--- config.mk ---
export PLATFORM = sky130hd
export DESIGN_NAME = iat_ctrl
export DESIGN_NICKNAME = d
export VERILOG_FILES = /design/src/rtl/iat_pkg.sv /design/src/rtl/iat_ctrl.sv
export SDC_FILE = /design/constraint.sdc
export NUM_CORES = 1
export LEC_CHECK = 0
export BUFFER_PORTS_ARGS = -buffer_cell sky130_fd_sc_hd__clkbuf_2
export CAP_MARGIN = 20
export CORE_AREA = 4 4 41 43
export CTS_CLUSTER_SIZE = 25
export DETAILED_ROUTE_END_ITERATION = 10
export DIE_AREA = 0 0 45 47
export MAX_ROUTING_LAYER = met4
export PLACE_DENSITY = 0.65
export SLEW_MARGIN = 0
export SYNTH_ARGS = -nofsm -noshare
export SYNTH_HDL_FRONTEND = slang
export SYNTH_SLANG_ARGS = --single-unit
--- constraint.sdc ---
create_clock -name clk_i -period 1.6 [get_ports clk_i]
set_input_delay 0.16 -clock clk_i [delete_from_list [all_inputs] [get_ports clk_i]]
set_output_delay 0.16 -clock clk_i [all_outputs]
set_load 0.05 [all_outputs]
--- src/rtl/iat_pkg.sv ---
package iat_pkg;

  localparam logic [2:0] OP_CLAIM     = 3'd0;
  localparam logic [2:0] OP_CLAIM_REJ = 3'd1;
  localparam logic [2:0] OP_COMPLETE  = 3'd2;
  localparam logic [2:0] OP_REJECT    = 3'd3;
  localparam logic [2:0] OP_FIND      = 3'd4;
  localparam logic [2:0] OP_CLEAR     = 3'd5;

  localparam logic [2:0] OUT_ADMITTED  = 3'd0;
  localparam logic [2:0] OUT_DUP_PROC  = 3'd1;
  localparam logic [2:0] OUT_DUP_DONE  = 3'd2;
  localparam logic [2:0] OUT_COLLISION = 3'd3;
  localparam logic [2:0] OUT_LANE_BUSY = 3'd4;

  localparam logic [1:0] KIND_NONE = 2'd0;
  localparam logic [1:0] KIND_LANE = 2'd1;
  localparam logic [1:0] KIND_RING = 2'd2;

  localparam int unsigned TOK_W = 128;
  localparam int unsigned FP_W  = 256;
  localparam logic [6:0] CAP_RESET = 7'd64;

  typedef struct packed {
    logic start;
    logic lane_scan;
    logic ring_scan;
    logic exec;
    logic store;
    logic resp;
  } cmd_t;

  typedef struct packed {
    logic search_op;
    logic lane_hit;
    logic lane_last;
    logic ring_hit;
    logic ring_done;
    logic need_store;
    logic out_free;
  } sts_t;

endpackage

--- src/rtl/iat_ctrl.sv ---
module iat_ctrl (
  input  logic          clk_i,
  input  logic          rst_ni,
  input  logic          in_valid_i,
  output logic          in_stall_o,
  input  iat_pkg::sts_t sts_i,
  output iat_pkg::cmd_t cmd_o
);
  import iat_pkg::*;

  typedef enum logic [5:0] {
    ST_IDLE  = 6'b000001,
    ST_LSCAN = 6'b000010,
    ST_RSCAN = 6'b000100,
    ST_EXEC  = 6'b001000,
    ST_STORE = 6'b010000,
    ST_RESP  = 6'b100000
  } state_e;

  state_e state_q, state_d;

  assign in_stall_o = (state_q != ST_IDLE);

  always_comb begin
    state_d = state_q;
    cmd_o   = '0;
    unique case (state_q)
      ST_IDLE: begin
        if (in_valid_i) begin
          cmd_o.start = 1'b1;
          state_d = sts_i.search_op ? ST_LSCAN : ST_EXEC;
        end
      end
      ST_LSCAN: begin
        cmd_o.lane_scan = 1'b1;
        if (sts_i.lane_hit) state_d = ST_EXEC;
        else if (sts_i.lane_last) state_d = ST_RSCAN;
      end
      ST_RSCAN: begin
        cmd_o.ring_scan = 1'b1;
        if (sts_i.ring_hit || sts_i.ring_done) state_d = ST_EXEC;
      end
      ST_EXEC: begin
        cmd_o.exec = 1'b1;
        state_d = sts_i.need_store ? ST_STORE : ST_RESP;
      end
      ST_STORE: begin
        cmd_o.store = 1'b1;
        state_d = ST_RESP;
      end
      ST_RESP: begin
        if (sts_i.out_free) begin
          cmd_o.resp = 1'b1;
          state_d = ST_IDLE;
        end
      end
      default: state_d = ST_IDLE;
    endcase
  end

  always_ff @(posedge clk_i or negedge rst_ni) begin
    if (!rst_ni) begin
      state_q <= ST_IDLE;
    end else begin
      state_q <= state_d;
    end
  end

endmodule

==> flow_summary.json, run 1 <==
{
  "worstPathRequired_ns": 1.44,
  "cpPeakStageDelay_ns": 0.45,
  "drive_gt1_share_pct": 53.52,
  "syn_inst": 43,
  "min_period_over_period_pct": 103.6,
  "path_cells": "nor4_4 -> nand2_2 -> nor2_4 -> buf_8",
  "endpoint_kind": "primary output",
  "port_buffers": 16,
  "avgViaCountPerCell": 5.105,
  "numCtsBuffers": 3,
  "clock_latency_ns": 0.25,
  "ios": 17,
  "hold_viol": 0,
  "worst_pin_slew_ns": 0.3233,
  "slew_violations": 0,
  "detail_route.first_pass.iterations": 1,
  "place.gp.congestion": 0.7178,
  "cts.clk_slew.worst_paths_ns": 0.05,
  "netSwitchingFraction_pct": 45.91,
  "ant_nets": 0,
  "cts_max_path_buffers": 2,
  "cellLeakagePower_nw": 0.3286,
  "diodes": 0,
  "slew-limit-headroom_pct": 78.26,
  "dp_hpwl_um": 764.1,
  "drc_errors": 0,
  "arrival_ns": 1.50,
  "rsz0062_at_grt": "yes",
  "cp_max_fo": 6,
  "max_freq_mhz": 603.0,
  "p_seq_share_pct": 23.6,
  "path_class": "reg -> out",
  "grt_pass1_vias": 475,
  "internal-power_w": 0.0006226,
  "wl_um": 1174,
  "fin_util_pct": 51.35,
  "min_period_ns": 1.658,
  "worstPathBufferInverterCount": 1,
  "wl_per_cell_um": 13.65,
  "yosys_warnings": 0,
  "cp_top_family": "simple AND/OR/NAND/NOR gates",
  "power_density_nw_per_um2": 1723,
  "setup_ws_ns": -0.05834,
  "cap_violations": 0,
  "preCtsSetupSlack_ns": 0.1072,
  "synth_top_area_cell": "dfrtp_1",
  "start_util_pct": 30.19,
  "overflow": 0,
  "antenna_found_initial": 0,
  "dieArea_um2": 2115,
  "setup_viol": 6,
  "fin_nets": 82,
  "rows": 13,
  "wl_met3_um": 68,
  "placedCellCount": 74,
  "synth.yosys.seq_area_share_pct": 38.54,
  "status": "finished, violations left",
  "fin_cells": 86,
  "chipHeight_um": 47,
  "ys_seq_elements": 6,
  "largest_reg_flops": 6,
  "violations": "setup timing",
  "vdd_drop_max_mv": 0.9699,
  "drt-met1-wl_um": 462,
  "drtIter0Drc": 0,
  "combPwrFrac_pct": 62.8,
  "clkPwrFrac_pct": 13.6,
  "skew_ns": 0.001294,
  "yosysUniqueCellTypes": 25,
  "vias": 439,
  "wl_met2_um": 610,
  "hold_class": "in -> reg",
  "synth_area_leaders": "dfrtp_1 32%, dfstp_2 6.7%, nor4_4 5.4%",
  "regMostFlops": "state_q",
  "power_switching_w": 0.0005284,
  "ctsRootBufferMaster": "clkbuf_4",
  "synth_nets": 53,
  "fp.dieW_um": 45,
  "tritoncts": "done",
  "clkSinkCount": 6,
  "grt_first_pass_wirelength_um": 1973,
  "largestRegisters": "state_q x6",
  "highest_layer": "met4",
  "synth_area_um2": 392.9,
  "core_um2": 1301,
  "h-tree-depth": 1,
  "syn2layout_area_growth_pct": 70.06,
  "start_kind": "register",
  "crit_slowest_cell": "dfrtp_2",
  "grtUsageTotal_pct": 13.55,
  "grt_max_degree": 8,
  "syn_avg_cell_area_um2": 9.137,
  "yosysTopAreaCellShare_pct": 31.85
}
## per-stage QoR
| stage | power (W) | setup TNS (ns) | cell area [um2] | hold slack (ns) |
|---|---|---|---|---|
| 6_report | 0.001151 | -0.1418 | 668.1 | 0.1288 |
| 5_1_grt | 0.001225 | -0.7908 | 668.1 | 0.1258 |
| 4_1_cts | 0.001064 | -0.1029 | 623.1 | 0.1214 |
| 3_5_place_dp | 0.0007998 | 0 | 503.0 | -0.005996 |
| 3_3_place_gp | 0.0007962 | 0 | 503.0 | -0.01048 |
| 2_1_floorplan | 0.0006876 | -0.02762 | 404.1 | -0.1356 |
## worst reg2reg max path: cells and delay by family (launching register included)
kind | cells | cell delay [ns]
DFF | 1 | 0.45
AOI/OAI and AO/OA | 2 | 0.30
and+or+nand+nor | 2 | 0.52
buffers and inverters | 2 | 0.27
## final timing paths
kind	startpoint	slack (ns)	depth (start not counted)	to
max reg2reg	state_q[5]	-0.03	6	state_q[3]
min	sts_i[2]	0.13	2	state_q[2]
max	state_q[5]	-0.06	4	cmd_o[5]
min reg2reg	state_q[2]	0.64	3	state_q[0]
max in group asynchronous	rst_ni	1.08	2	state_q[0]
min in group asynchronous	rst_ni	0.29	2	state_q[3]
## placed cells by master, fill, tap and decap left out, types with 2 or more instances in the layout
cell type,Yosys,final
inv_1,4,3
buf_4,0,6
o21ai_0,2,2
clkbuf_2,0,9
a21oi_1,2,2
nor2b_1,2,2
o31ai_1,2,2
nand4b_1,2,2
nor2_1,4,3
dfrtp_2,0,3
dfrtp_1,5,2
and3b_1,2,2
nand2_2,2,2
nor3_2,0,2
buf_6,0,2
clkbuf_4,0,6
## logic make-up after synthesis
family / after synthesis / synth area share [%]
xor+xnor: 1 / 2.230
flops: 6 / 38.54
compound gates: 11 / 19.11
simple gates: 21 / 36.31
buf+inv: 4 / 3.821
## layer usage
metal | track usage (%) | up-vias
li1 | - | 217
met1 | 13.89 | 201
met2 | 24.01 | 16
met3 | 1.916 | 5
met5 | - | -
met4 | 8.772 | 0
## Yosys cell counts
cell,instances
a211oi_1,1
dfstp_2,1
a21oi_1,2
nand2_2,2
nor2b_1,2
o21ai_0,2
xor2_1,1
nor2_1,4
nor4_1,1
nand2b_1,1
o31ai_1,2
o211ai_1,1
a21o_1,1
and4_1,1
nand4b_1,2
nand3_1,1
inv_1,4
and3b_1,2
and2_1,1
nor4_4,1
dfrtp_1,5
nor3_1,2
nand2_1,1
o32ai_1,1
a2bb2oi_1,1
## area by class of cell
class,instances,area [um2]
Multi-Input combinational cell,33,250.2
Inverter,4,18.77
Timing Repair Buffer,24,198.9
Tap cell,15,18.77
Sequential cell,6,155.1
Fill cell,131,633.1
Clock buffer,4,26.28
## timing repair
action / CTS / global route
gates resized for setup: 15 / 6
hold endpoints to repair: 6 / 0
hold buffers: 1 / 0
pin swaps: 2 / 4
endpoints found under the setup margin: 7 / 8
buffers inserted: 3 / 4
## power by group through the flow
stage          Combinational, W  Sequential, W  Clock, W
5_1_grt                0.000772       0.000281  0.000171
6_report               0.000723       0.000271  0.000157
3_3_place_gp           0.000534       0.000262         0
2_1_floorplan          0.000434       0.000254         0
4_1_cts                0.000635       0.000269  0.000161
3_5_place_dp           0.000535       0.000265         0
Power figures use the tool's default switching activity.
==> run 2, diff against run 1 <==
--- a/config.mk
+++ b/config.mk
@@ -11,6 +11,7 @@
 export CTS_CLUSTER_SIZE = 25
 export DETAILED_ROUTE_END_ITERATION = 10
 export DIE_AREA = 0 0 45 47
+export GPL_TIMING_DRIVEN = 0
 export MAX_ROUTING_LAYER = met4
 export PLACE_DENSITY = 0.65
 export SLEW_MARGIN = 0
==> flow_summary.json, run 2 (same netlist as run 1, synthesis figures left out) <==
{
  "highest_layer": "met4",
  "endpoint_kind": "primary output",
  "max_freq_mhz": 612.6,
  "fin_nets": 81,
  "placedCellCount": 74,
  "hold_viol": 0,
  "path_class": "reg -> out",
  "cap_violations": 0,
  "vias": 442,
  "avgViaCountPerCell": 5.200,
  "ant_nets": 0,
  "min_period_ns": 1.632,
  "cts.clk_slew.worst_paths_ns": 0.04,
  "clock_latency_ns": 0.24,
  "cp_max_fo": 5,
  "setup_ws_ns": -0.03226,
  "wl_per_cell_um": 13.01,
  "cpPeakStageDelay_ns": 0.44,
  "worstPathBufferInverterCount": 1,
  "wl_um": 1106,
  "final_common_cell": "clkbuf_2",
  "start_util_pct": 30.19,
  "worst_pin_slew_ns": 0.3843,
  "vdd_drop_max_mv": 1.002,
  "start_kind": "register",
  "slew_violations": 0,
  "diodes": 0,
  "place.gp.congestion": 0.6916,
  "slew-limit-headroom_pct": 74.16,
  "regMostFlops": "state_q",
  "power_density_nw_per_um2": 1743,
  "crit_slowest_cell": "dfrtp_2",
  "overflow": 0,
  "drtIter0Drc": 7,
  "ctsRootBufferMaster": "clkbuf_4",
  "cp_top_family": "simple AND/OR/NAND/NOR gates",
  "rows": 13,
  "rsz0062_at_grt": "yes",
  "drt-met1-wl_um": 474,
  "drc_errors": 0,
  "numCtsBuffers": 3,
  "grt_pass1_vias": 462,
  "wl_met3_um": 59,
  "port_buffers": 16,
  "chipHeight_um": 47,
  "path_cells": "nor4_4 -> nand2_2 -> nor2_4 -> buf_8",
  "drive_gt1_share_pct": 54.29,
  "core_um2": 1301,
  "status": "finished, violations left",
  "cts_max_path_buffers": 2,
  "grt_max_degree": 8,
  "clkSinkCount": 6,
  "detail_route.first_pass.iterations": 3,
  "worstPathRequired_ns": 1.44,
  "grtUsageTotal_pct": 12.40,
  "arrival_ns": 1.47,
  "wl_met2_um": 567,
  "h-tree-depth": 1,
  "largestRegisters": "state_q x6",
  "ios": 17,
  "skew_ns": 0.002444,
  "cellLeakagePower_nw": 0.3183,
  "syn2layout_area_growth_pct": 65.29,
  "min_period_over_period_pct": 102.0,
  "dieArea_um2": 2115,
  "fp.dieW_um": 45,
  "largest_reg_flops": 6,
  "violations": "setup timing",
  "antenna_found_initial": 0,
  "dp_hpwl_um": 724.8,
  "hold_class": "in -> reg",
  "grt_first_pass_wirelength_um": 1835,
  "final_cell_mix": "9 x clkbuf_2, 5 x clkbuf_4, 5 x buf_4, 4 x dfrtp_2",
  "tritoncts": "done",
  "preCtsSetupSlack_ns": 0.09579,
  "fin_cells": 85,
  "setup_viol": 3
}
[run 2: path summary, 6_finish.rpt]
check                                start         end  slack (ns)  cells after the start
max in group asynchronous           rst_ni  state_q[0]        1.08                      2
worst max-delay path            state_q[2]    cmd_o[5]       -0.03                      4
worst min register to register  state_q[1]  state_q[0]        0.64                      3
min in group asynchronous           rst_ni  state_q[3]        0.29                      2
worst min-delay path              sts_i[2]  state_q[2]        0.14                      2
worst max register to register  state_q[2]  state_q[3]        0.01                      5
[run 2: layout make-up]
type                            instances  area, um2
Fill cell                             129      651.9
Multi-Input combinational cell         33      252.7
Timing Repair Buffer                   23      176.4
Sequential cell                         6      156.4
Clock buffer                            4      26.28
Inverter                                4      18.77
Tap cell                               15      18.77
[run 2: worst reg2reg max path: stages (launching register included)]
cell	delay [ns]
dfrtp_2	0.44
nor4_4	0.37
nand2_2	0.14
buf_4	0.16
a2bb2oi_1	0.14
a211oi_2	0.24
[run 2: routing by layer]
metal / global-route usage, % / up-vias
met2: 20.62 / 13
met4: 7.018 / 0
met3: 2.299 / 2
li1: - / 216
met1: 13.89 / 211
met5: - / -
[run 2: repair_timing]
item	in CTS	in global routing
hold buffers	1	0
gates cloned	0	0
gates resized for setup	12	12
buffers inserted	3	3
pin swaps	3	5
hold endpoints to repair	6	0
setup endpoints to repair	7	8
[run 2: metrics by stage]
step	setup TNS (ns)	power [W]	utilization, %	hold WS [ns]	cell area (um2)
after floorplan	-0.02762	0.0006876	-	-0.1356	404.1
after global placement	0	0.0007924	38.65	-0.01467	503.0
after detailed placement	0	0.0007980	38.65	-0.01107	503.0
after CTS	-0.06484	0.001038	45.96	0.1258	598.1
after global routing	-0.7388	0.001213	49.90	0.1317	649.4
final	-0.06950	0.001132	49.90	0.1351	649.4
[run 2: where the power goes]
part           total, W  switching, W  internal, W
clock          0.000149     0.0000541    0.0000944
sequential     0.000284     0.0000767     0.000207
combinational  0.000699      0.000391     0.000308
